[src/hdl/assert_macros.svh]
// Assertion macros included by the top-level RTL file.
`ifndef ASSERT_MACROS_SVH
`define ASSERT_MACROS_SVH
`ifndef NO_ASSERTIONS
// Implication checked at every clock edge outside reset.
`define CHK_IMPL(lbl, clk, rst, ante, cons) \
   lbl: assert property (@(posedge clk) disable iff (rst) (ante) |-> (cons)) \
      else $error("assertion failed");
// Implication whose consequent is checked in the cycle after the antecedent.
`define CHK_NEXT(lbl, clk, rst, ante, cons) \
   lbl: assert property (@(posedge clk) disable iff (rst) (ante) |=> (cons)) \
      else $error("assertion failed");
`else
`define CHK_IMPL(lbl, clk, rst, ante, cons)
`define CHK_NEXT(lbl, clk, rst, ante, cons)
`endif
`endif

[src/hdl/dhpq_pkg.sv]
`timescale 1ns / 1ps
// ---------------------------------------------------------------------------
// dhpq_pkg
// Shared constants and types for the deferred handler priority queue.
// ---------------------------------------------------------------------------
package dhpq_pkg;
   localparam int unsigned PRIORITY_LEVELS = 32;
   localparam int unsigned HANDLER_SLOTS = 16;
   localparam int unsigned DATA_BITS = 32;
   localparam int unsigned ID_BITS = 4;
   localparam int unsigned PRIO_BITS = 5;
   localparam int unsigned COUNT_BITS = 16;
   localparam int unsigned OUT_DATA_BITS = 32;

   localparam logic CMD_ACTIVATE = 1'b0;
   localparam logic CMD_DISPATCH = 1'b1;

   typedef enum logic [3:0] {
      ST_IDLE  = 4'b0001,
      ST_READ  = 4'b0010,
      ST_WRITE = 4'b0100,
      ST_DONE  = 4'b1000
   } state_type;
endpackage

[src/hdl/dhpq_ram.sv]
`timescale 1ns / 1ps
// ---------------------------------------------------------------------------
// dhpq_ram
// Generic single-port-write, one-read RAM with a registered read.
// ---------------------------------------------------------------------------
module dhpq_ram #(
   parameter int unsigned WIDTH = 8,
   parameter int unsigned DEPTH = 16
) (
   input  logic                     clock,
   input  logic                     wr_en,
   input  logic [$clog2(DEPTH)-1:0] wr_addr,
   input  logic [WIDTH-1:0]         wr_data,
   input  logic [$clog2(DEPTH)-1:0] rd_addr,
   output logic [WIDTH-1:0]         rd_data
);
   logic [WIDTH-1:0] mem [DEPTH];

   // Write port and registered read port.
   always_ff @(posedge clock) begin
      if (wr_en) begin
         mem[wr_addr] <= wr_data;
      end
      rd_data <= mem[rd_addr];
   end
endmodule

[src/hdl/deferred_handler_priority_queue_top.sv]
`timescale 1ns / 1ps
// ---------------------------------------------------------------------------
// deferred_handler_priority_queue_top
// Priority ready queue: per-level handler FIFOs linked in memory, with a
// bitmap of non-empty levels.
// ---------------------------------------------------------------------------
// Channel   Direction  Handshake
// req_*     in         start high while busy low
// rsp_*     out        rsp_valid strobe, one cycle, no back pressure
//
// Each transaction steps through accept, memory read, write back and
// response. The dependent read of the handler record and the level head
// through the registered-read RAMs sets this order. Synchronous reset
// clears the bitmap, the queued bits and the counts; RAMs need no clearing.
module deferred_handler_priority_queue_top #(
   parameter int unsigned PRIORITY_LEVELS = dhpq_pkg::PRIORITY_LEVELS,
   parameter int unsigned HANDLER_SLOTS = dhpq_pkg::HANDLER_SLOTS,
   parameter int unsigned DATA_BITS = dhpq_pkg::DATA_BITS
) (
   input  logic                               clock,
   input  logic                               reset,
   input  logic                               start,
   output logic                               busy,
   input  logic                               req_command,
   input  logic [dhpq_pkg::ID_BITS-1:0]       req_handler_id,
   input  logic [dhpq_pkg::PRIO_BITS-1:0]     req_priority_req,
   input  logic [dhpq_pkg::OUT_DATA_BITS-1:0] req_activation_data,
   input  logic                               req_dispatch_blocked,
   output logic                               rsp_valid,
   output logic                               rsp_dispatched,
   output logic [dhpq_pkg::ID_BITS-1:0]       rsp_out_handler,
   output logic [dhpq_pkg::OUT_DATA_BITS-1:0] rsp_out_data,
   output logic [dhpq_pkg::COUNT_BITS-1:0]    rsp_remaining_count,
   output logic                               rsp_any_pending
);
   localparam int unsigned HB = (HANDLER_SLOTS > 1) ? $clog2(HANDLER_SLOTS) : 1;
   localparam int unsigned LB = (PRIORITY_LEVELS > 1) ? $clog2(PRIORITY_LEVELS) : 1;
   localparam int unsigned CB = dhpq_pkg::COUNT_BITS;
   // Handler record: count, next link, data word.
   localparam int unsigned HW = CB + HB + DATA_BITS;
   // Level record: head, tail.
   localparam int unsigned VW = 2 * HB;
   localparam int unsigned IB = dhpq_pkg::ID_BITS;
   localparam int unsigned OB = dhpq_pkg::OUT_DATA_BITS;

   dhpq_pkg::state_type state_ff, state_in;
   logic                       cmd_ff;
   logic [IB-1:0]              id_ff;
   logic [LB-1:0]              lvl_ff;
   logic [DATA_BITS-1:0]       data_ff;
   logic                       blk_ff;
   logic [PRIORITY_LEVELS-1:0] nonempty_ff, nonempty_in;
   logic [HANDLER_SLOTS-1:0]   queued_ff, queued_in;

   // Handler record and level record RAM ports.
   logic          h_we, v_we;
   logic [HB-1:0] h_wa, h_ra, h_ra2, tail_h;
   logic [HW-1:0] h_wd, h_rd;
   logic [LB-1:0] v_wa, v_ra;
   logic [VW-1:0] v_wd, v_rd;
   logic [HW-1:0] h2_rd;
   logic          h2_we;

   // Lowest non-empty level.
   logic [LB-1:0] low_lvl;
   always_comb begin
      low_lvl = '0;
      for (int i = PRIORITY_LEVELS - 1; i >= 0; i--) begin
         if (nonempty_ff[i]) begin
            low_lvl = LB'(i);
         end
      end
   end

   logic          r_valid_ff, r_disp_ff, r_any_ff;
   logic [IB-1:0] r_h_ff;
   logic [OB-1:0] r_d_ff;
   logic [CB-1:0] r_c_ff;

   assign busy = (state_ff != dhpq_pkg::ST_IDLE);

   // Capture the request.
   always_ff @(posedge clock) begin
      if (start && !busy) begin
         cmd_ff  <= req_command;
         id_ff   <= req_handler_id;
         blk_ff  <= req_dispatch_blocked;
         data_ff <= DATA_BITS'(req_activation_data);
         if (32'(req_priority_req) >= PRIORITY_LEVELS) begin
            lvl_ff <= LB'(PRIORITY_LEVELS - 1);
         end else begin
            lvl_ff <= LB'(req_priority_req);
         end
      end
   end

   // Read addresses: activate reads its own record and level; dispatch
   // reads the lowest level, then the head handler record.
   assign h_ra = (state_ff == dhpq_pkg::ST_IDLE) ? HB'(req_handler_id) : v_rd[2*HB-1:HB];
   always_comb begin
      v_ra = low_lvl;
      if (req_command == dhpq_pkg::CMD_ACTIVATE) begin
         if (32'(req_priority_req) >= PRIORITY_LEVELS) begin
            v_ra = LB'(PRIORITY_LEVELS - 1);
         end else begin
            v_ra = LB'(req_priority_req);
         end
      end
   end

   dhpq_ram #(.WIDTH(HW), .DEPTH(HANDLER_SLOTS)) u_hrec (
      .clock(clock), .wr_en(h_we), .wr_addr(h_wa), .wr_data(h_wd),
      .rd_addr(h_ra), .rd_data(h_rd));
   // Mirror copy read at the old tail for link updates.
   dhpq_ram #(.WIDTH(HW), .DEPTH(HANDLER_SLOTS)) u_hlink (
      .clock(clock), .wr_en(h2_we), .wr_addr(h_wa), .wr_data(h_wd),
      .rd_addr(h_ra2), .rd_data(h2_rd));
   dhpq_ram #(.WIDTH(VW), .DEPTH(PRIORITY_LEVELS)) u_lvl (
      .clock(clock), .wr_en(v_we), .wr_addr(v_wa), .wr_data(v_wd),
      .rd_addr(v_ra), .rd_data(v_rd));

   assign h_ra2 = v_rd[HB-1:0];
   assign tail_h = v_rd[HB-1:0];

   // Record fields; the count of a slot that was never written reads as
   // zero through the written-slot bits.
   logic [CB-1:0]        cnt, cnt_new;
   logic [HB-1:0]        nxt;
   logic [DATA_BITS-1:0] wrd;
   logic                 pend_link;
   logic [HB-1:0]        own_h;
   logic                 lvl_ne;
   logic                 act_ok;
   logic [HANDLER_SLOTS-1:0] cnt_valid_ff;
   logic [HB-1:0]        h_ra_ff;

   assign own_h = HB'(id_ff);
   assign lvl_ne = nonempty_ff[lvl_ff];
   assign act_ok = (32'(id_ff) < HANDLER_SLOTS);

   always_comb begin
      // Count RAM is undefined until written; track written slots.
      cnt = cnt_valid_ff[h_ra_ff] ? h_rd[HW-1:HB+DATA_BITS] : '0;
      nxt = h_rd[HB+DATA_BITS-1:DATA_BITS];
      wrd = h_rd[DATA_BITS-1:0];
   end

   always_ff @(posedge clock) begin
      h_ra_ff <= h_ra;
   end

   // Write-back step: link write of the old tail, whose record is read from
   // the mirror during the read step.
   logic          link_pend_ff;
   logic [HB-1:0] link_addr_ff;
   logic [LB-1:0] disp_lvl_ff;
   logic [HB-1:0] disp_tail_ff;

   always_comb begin
      state_in    = state_ff;
      nonempty_in = nonempty_ff;
      queued_in   = queued_ff;
      h_we = 1'b0; h2_we = 1'b0; v_we = 1'b0;
      h_wa = own_h; h_wd = '0;
      v_wa = lvl_ff; v_wd = v_rd;
      cnt_new = cnt;
      pend_link = 1'b0;
      case (state_ff)
         dhpq_pkg::ST_IDLE: begin
            if (start) begin
               state_in = dhpq_pkg::ST_READ;
            end
         end
         dhpq_pkg::ST_READ: begin
            state_in = dhpq_pkg::ST_WRITE;
            if (cmd_ff == dhpq_pkg::CMD_ACTIVATE) begin
               if (act_ok) begin
                  cnt_new = (cnt == '1) ? cnt : cnt + CB'(1);
                  h_we = 1'b1; h2_we = 1'b1;
                  h_wd = {cnt_new, (queued_ff[own_h] ? nxt : own_h), data_ff};
                  if (!queued_ff[own_h]) begin
                     queued_in[own_h] = 1'b1;
                     nonempty_in[lvl_ff] = 1'b1;
                     v_we = 1'b1;
                     v_wd = lvl_ne ? {v_rd[2*HB-1:HB], own_h} : {own_h, own_h};
                     pend_link = lvl_ne;
                  end
               end
            end else if (!blk_ff && (nonempty_ff != '0)) begin
               // Dispatch: record read is issued now from the level head.
               state_in = dhpq_pkg::ST_WRITE;
            end
         end
         dhpq_pkg::ST_WRITE: begin
            state_in = dhpq_pkg::ST_DONE;
            if (link_pend_ff) begin
               h_we = 1'b1; h2_we = 1'b1;
               h_wa = link_addr_ff;
               h_wd = {h2_rd[HW-1:HB+DATA_BITS], own_h, h2_rd[DATA_BITS-1:0]};
            end
            if (cmd_ff == dhpq_pkg::CMD_DISPATCH && !blk_ff && (nonempty_ff != '0)) begin
               cnt_new = (cnt != '0) ? cnt - CB'(1) : cnt;
               h_we = 1'b1; h2_we = 1'b1;
               h_wa = h_ra_ff;
               h_wd = {cnt_new, nxt, wrd};
               if (cnt_new == '0) begin
                  queued_in[h_ra_ff] = 1'b0;
                  if (disp_tail_ff == h_ra_ff) begin
                     nonempty_in[disp_lvl_ff] = 1'b0;
                  end else begin
                     v_we = 1'b1;
                     v_wa = disp_lvl_ff;
                     v_wd = {nxt, disp_tail_ff};
                  end
               end
            end
         end
         dhpq_pkg::ST_DONE: begin
            state_in = dhpq_pkg::ST_IDLE;
         end
         default: begin
            state_in = dhpq_pkg::ST_IDLE;
         end
      endcase
   end

   // Level captured for a dispatch at the accept step.
   always_ff @(posedge clock) begin
      if (state_ff == dhpq_pkg::ST_IDLE) begin
         disp_lvl_ff <= low_lvl;
      end
      if (state_ff == dhpq_pkg::ST_READ) begin
         disp_tail_ff <= tail_h;
         link_addr_ff <= tail_h;
      end
   end

   // Response register.
   always_ff @(posedge clock) begin
      if (state_ff == dhpq_pkg::ST_READ && cmd_ff == dhpq_pkg::CMD_ACTIVATE) begin
         r_disp_ff <= 1'b0;
         r_h_ff    <= id_ff;
         r_d_ff    <= act_ok ? OB'(data_ff) : '0;
         r_c_ff    <= act_ok ? cnt_new : '0;
      end else if (state_ff == dhpq_pkg::ST_WRITE && cmd_ff == dhpq_pkg::CMD_DISPATCH) begin
         r_disp_ff <= !blk_ff && (nonempty_ff != '0);
         r_h_ff    <= (!blk_ff && (nonempty_ff != '0)) ? IB'(h_ra_ff) : '0;
         r_d_ff    <= (!blk_ff && (nonempty_ff != '0)) ? OB'(wrd) : '0;
         r_c_ff    <= (!blk_ff && (nonempty_ff != '0)) ? cnt_new : '0;
      end
   end

   always_ff @(posedge clock) begin
      if (reset) begin
         state_ff     <= dhpq_pkg::ST_IDLE;
         nonempty_ff  <= '0;
         queued_ff    <= '0;
         cnt_valid_ff <= '0;
         link_pend_ff <= 1'b0;
         r_valid_ff   <= 1'b0;
         r_any_ff     <= 1'b0;
      end else begin
         state_ff    <= state_in;
         nonempty_ff <= nonempty_in;
         queued_ff   <= queued_in;
         if (h_we) begin
            cnt_valid_ff[h_wa] <= 1'b1;
         end
         link_pend_ff <= (state_ff == dhpq_pkg::ST_READ) && pend_link;
         r_valid_ff   <= (state_ff == dhpq_pkg::ST_WRITE);
         r_any_ff     <= (nonempty_in != '0);
      end
   end

   assign rsp_valid           = r_valid_ff;
   assign rsp_dispatched      = r_disp_ff;
   assign rsp_out_handler     = r_h_ff;
   assign rsp_out_data        = r_d_ff;
   assign rsp_remaining_count = r_c_ff;
   assign rsp_any_pending     = r_any_ff;

`include "assert_macros.svh"
   `CHK_NEXT(a_resp_once, clock, reset, rsp_valid, !rsp_valid)
   `CHK_IMPL(a_busy_resp, clock, reset, rsp_valid, busy)
   `CHK_IMPL(a_queued_level, clock, reset, (queued_ff == '0), (nonempty_ff == '0))
endmodule
[config.mk]
export PLATFORM = sky130hd
export DESIGN_NAME = deferred_handler_priority_queue_top
export DESIGN_NICKNAME = d
export VERILOG_FILES = /design/src/hdl/dhpq_pkg.sv /design/src/hdl/dhpq_ram.sv /design/src/hdl/deferred_handler_priority_queue_top.sv
export VERILOG_INCLUDE_DIRS = /design/src /design/src/hdl
export SDC_FILE = /design/constraint.sdc
export NUM_CORES = 2
export LEC_CHECK = 0
export BUFFER_PORTS_ARGS = -buffer_cell sky130_fd_sc_hd__buf_2
export CAP_MARGIN = 20
export CORE_MARGIN = 5
export CORE_UTILIZATION = 60
export CTS_BUF_LIST = sky130_fd_sc_hd__clkbuf_8
export CTS_CLUSTER_SIZE = 25
export DETAILED_ROUTE_END_ITERATION = 7
export PLACE_DENSITY_LB_ADDON = 0.3
export SYNTH_ARGS = -nofsm -noshare
export SYNTH_HDL_FRONTEND = slang
export SYNTH_SLANG_ARGS = --single-unit
[constraint.sdc]
create_clock -name clock -period 9.15 [get_ports clock]
set_input_delay 0.915 -clock clock [delete_from_list [all_inputs] [get_ports clock]]
set_output_delay 0.915 -clock clock [all_outputs]
set_load 0.02 [all_outputs]
==> metrics.yaml <==
run_status:
  outcome: "finished clean"
timing:
  timing.final.crit_period_ps: 7020
  layout_setup_ws_ps: 2130
  drv_slew: 0
  hold_ws_ps: 187
  setup_tns_ps: 0
  rsz0062_at_grt: "false"
  period_share_pct: 76.7
  skew_ps: 60.1
  finalHoldViolations: 0
  maxSlewHeadroom_pct: 27.0
  finalSetupViolCount: 0
  clock.fmax_mhz: 142
  worstMarginPinSlew_ps: 1080
clock_network:
  cts_setup_buffers: 0
  clock_sinks: 1376
  cts_root_buf: "clkbuf_8"
  ctsHoldBuffers: 0
  cts_tree: "yes"
  cts-resized-gates: 0
  cts.clk_slew.worst_paths_ps: 60
  worstSkewPairLatency_ps: 900
  htree_levels: 4
  cts_buffer_depth: 3
  numCtsBuffers: 211
worst_hold_path:
  hp-class: "in2reg"
yosys:
  synth_seq_cells: 1376
  yosys_warnings: 0
  yosysSeqAreaShare_pct: 64.3
  syn_nets: 4758
  netlist-cell-type-count: 76
  synthCells: 4709
  synth_area_sq_um: 61400
  synth-main-ff-cell: "edfxtp_1"
  synth.largest_area_cell: "edfxtp_1"
  synth-async-reset-ratio_pct: 0
  synth-edff-count: 1192
  synth.area.top_cells: "edfxtp_1 58%, mux4_2 9.7%, nand2_1 6.3%"
  yosysTopAreaCellShare_pct: 58.3
  syn_avg_cell_area_sq_um: 13.0
power_and_ir_drop:
  power.density_nw_per_um2: 223
  ir_drop_mv: 0.192
  p_seq_share_pct: 48.6
  switching_share_pct: 28.9
  power_switching_mw: 4.38
  p_int_mw: 10.8
  clkPwrFrac_pct: 33.7
  p_leak_nw: 23.4
  power_frac_comb_pct: 17.8
flow_run:
  max_cap_viol_count: 0
global_route:
  grt_pass1_wl_mm: 258
  grt_max_degree: 177
  antenna_found_initial: 3
  grt_use_total_pct: 31.6
  grt_pass1_vias: 41934
  grt_overflow: 0
routing:
  antenna_left: 0
  wl_per_cell_microns: 27.3
  first_pass_iters: 8
  num_vias: 42495
  dr.first_iter.drc_count: 6434
  drt_wl_total_mm: 174
  drc_errors: 0
  viasPerCell: 6.69
critical_path:
  cp_num_buf_inv: 1
  crit_type: "reg2reg"
  crit_slowest_cell: "o21ai_0"
  crit_fanout: 25
  critPathTopFamily: "simple AND/OR/NAND/NOR gates"
  crit_path_end_kind: "register"
  max_stage_delay_ps: 970
  cp.required_ps: 9670
  worstPathCellList: "mux4_2 -> mux4_2 -> nand2_1 -> ha_1 -> nor3b_1 -> nand4_1 -> a21oi_1 -> a31oi_1 -> nor4_2 -> nand4b_2 -> nor3_2 -> buf_4 -> nand2_1 -> o21ai_0"
  critPathLaunchType: "register"
  worstPathArrival_ps: 7530
final_layout:
  nets: 4847
  multi_input_area_sq_um: 20800
  fillers: 7051
  syn_to_final_growth_pct: 10.5
  fin_cells: 6355
  drive_gt1_share_pct: 17.5
  seq_area_sq_um: 39500
placement:
  place.gp.congestion: 0.966
  port_buffers: 101
  placed_cells: 5946
  dp_hpwl_mm: 96.5
  post-place-ws_ps: 2160
floorplanning:
  die_width_microns: 330
  core_area_sq_um: 102000
  die_height_microns: 330
  start_util_pct: 60.4
  ios: 102
  dieArea_sq_um: 109000
  rows: 117
[routing by layer]
| metal | up-vias | GRT usage, % | wire length, microns |
|---|---|---|---|
| li1 | 18157 | - | - |
| met1 | 20675 | 41.4 | 61900 |
| met2 | 3073 | 50.0 | 82100 |
| met3 | 590 | 7.32 | 19800 |
| met4 | 0 | 16.7 | 9730 |
| met5 | - | 0 | 0 |
[Yosys cell counts, drive strengths merged (11+ instances only)]
| cell type | instances |
|---|---|
| xor2 | 13 |
| clkbuf | 300 |
| mux2 | 34 |
| nor3 | 28 |
| nor2 | 158 |
| or2 | 17 |
| and2 | 15 |
| and3 | 60 |
| mux4 | 264 |
| buf | 47 |
| nand2b | 15 |
| a31oi | 74 |
| a22oi | 17 |
| dfxtp | 184 |
| mux2i | 176 |
| a21oi | 113 |
| nand2 | 1037 |
| a211oi | 16 |
| edfxtp | 1192 |
| nor2b | 28 |
| o221ai | 17 |
| a222oi | 11 |
| inv | 37 |
| o21ai | 99 |
| nand3 | 440 |
| a311oi | 105 |
| nor4 | 20 |
| a22o | 24 |
| nand4 | 13 |
| o22ai | 38 |
[final timing paths]
path	from	to	slack, ps	cells after the start
min reg2reg	cnt_valid_ff[14]	cnt_valid_ff[14]	470	2
max	h_ra_ff[0]	u_lvl.mem[29][5]	2130	14
min	req_activation_data[12]	data_ff[12]	190	1
max reg2reg	h_ra_ff[0]	u_lvl.mem[29][5]	2130	14
[power groups by stage]
stage / sequential [mW] / clock (mW) / combinational (mW)
2_1_floorplan: 7.26 / 0 / 1.99
3_3_place_gp: 7.47 / 0 / 2.57
3_5_place_dp: 7.47 / 0 / 2.62
4_1_cts: 7.34 / 5.13 / 2.63
5_1_grt: 7.37 / 5.46 / 2.86
6_report: 7.35 / 5.09 / 2.69
[cell usage in the layout, fill, tap and decap left out, types with 34 or more instances in the layout]
cell	synthesis	layout
a21oi_1	113	113
a311oi_1	105	105
a31oi_1	74	73
and3_1	60	60
buf_2	4	101
buf_4	1	112
clkbuf_8	0	231
clkinv_1	0	43
dfxtp_1	184	180
edfxtp_1	1192	1192
inv_1	36	107
mux2_2	34	34
mux2i_1	176	171
mux4_2	264	264
nand2_1	1037	1036
nand3_1	440	440
nor2_1	158	138
o21ai_0	97	93
o22ai_1	38	38
[cells by family after synthesis]
family / synth area share (%)
compound gates: 6.33
mux: 13.2
xor+xnor: 0.328
fa+ha+maj: 0.0611
flops: 64.3
buf+inv: 2.38
simple gates: 13.5
[state kept, by name (all words and copies together) (netlist names)]
| signal | cells |
|---|---|
| u_hrec.mem | 832 |
| cmd_ff | 1 |
| nonempty_ff | 32 |
| queued_ff | 16 |
| u_lvl.mem | 256 |
| data_ff | 32 |
| rsp_valid | 1 |
| rsp_dispatched | 1 |
| blk_ff | 1 |
| disp_tail_ff | 4 |
| h_ra_ff | 4 |
| u_hlink.rd_data | 48 |
| u_lvl.rd_data | 8 |
| cnt_valid_ff | 16 |
| lvl_ff | 5 |
| rsp_out_handler | 4 |
| state_ff | 4 |
| rsp_remaining_count | 16 |
| disp_lvl_ff | 5 |
| u_hrec.rd_data | 52 |
| link_pend_ff | 1 |
| rsp_out_data | 32 |
| rsp_any_pending | 1 |
| id_ff | 4 |
[metrics by stage]
| stage | cell area (sq um) | utilization, % | total power, mW |
|---|---|---|---|
| final | 67900 | 66.8 | 15.1 |
| after global routing | 67900 | 66.8 | 15.7 |
| after CTS | 67800 | 66.7 | 15.1 |
| after detailed placement | 63600 | 62.5 | 10.1 |
| after global placement | 63500 | 62.4 | 10.0 |
| after floorplan | 61400 | - | 9.25 |
[area by class of cell]
| cell class | instances | area share (%) |
|---|---|---|
| Antenna cell | 1 | 0.00368 |
| Clock buffer | 231 | 4.68 |
| Clock inverter | 170 | 1.59 |
| Inverter | 37 | 0.228 |
| Multi-Input combinational cell | 2949 | 30.6 |
| Sequential cell | 1376 | 58.2 |
| Tap cell | 1368 | 2.52 |
| Timing Repair Buffer | 223 | 2.26 |
No activity file was read; power rests on OpenSTA's default activity.
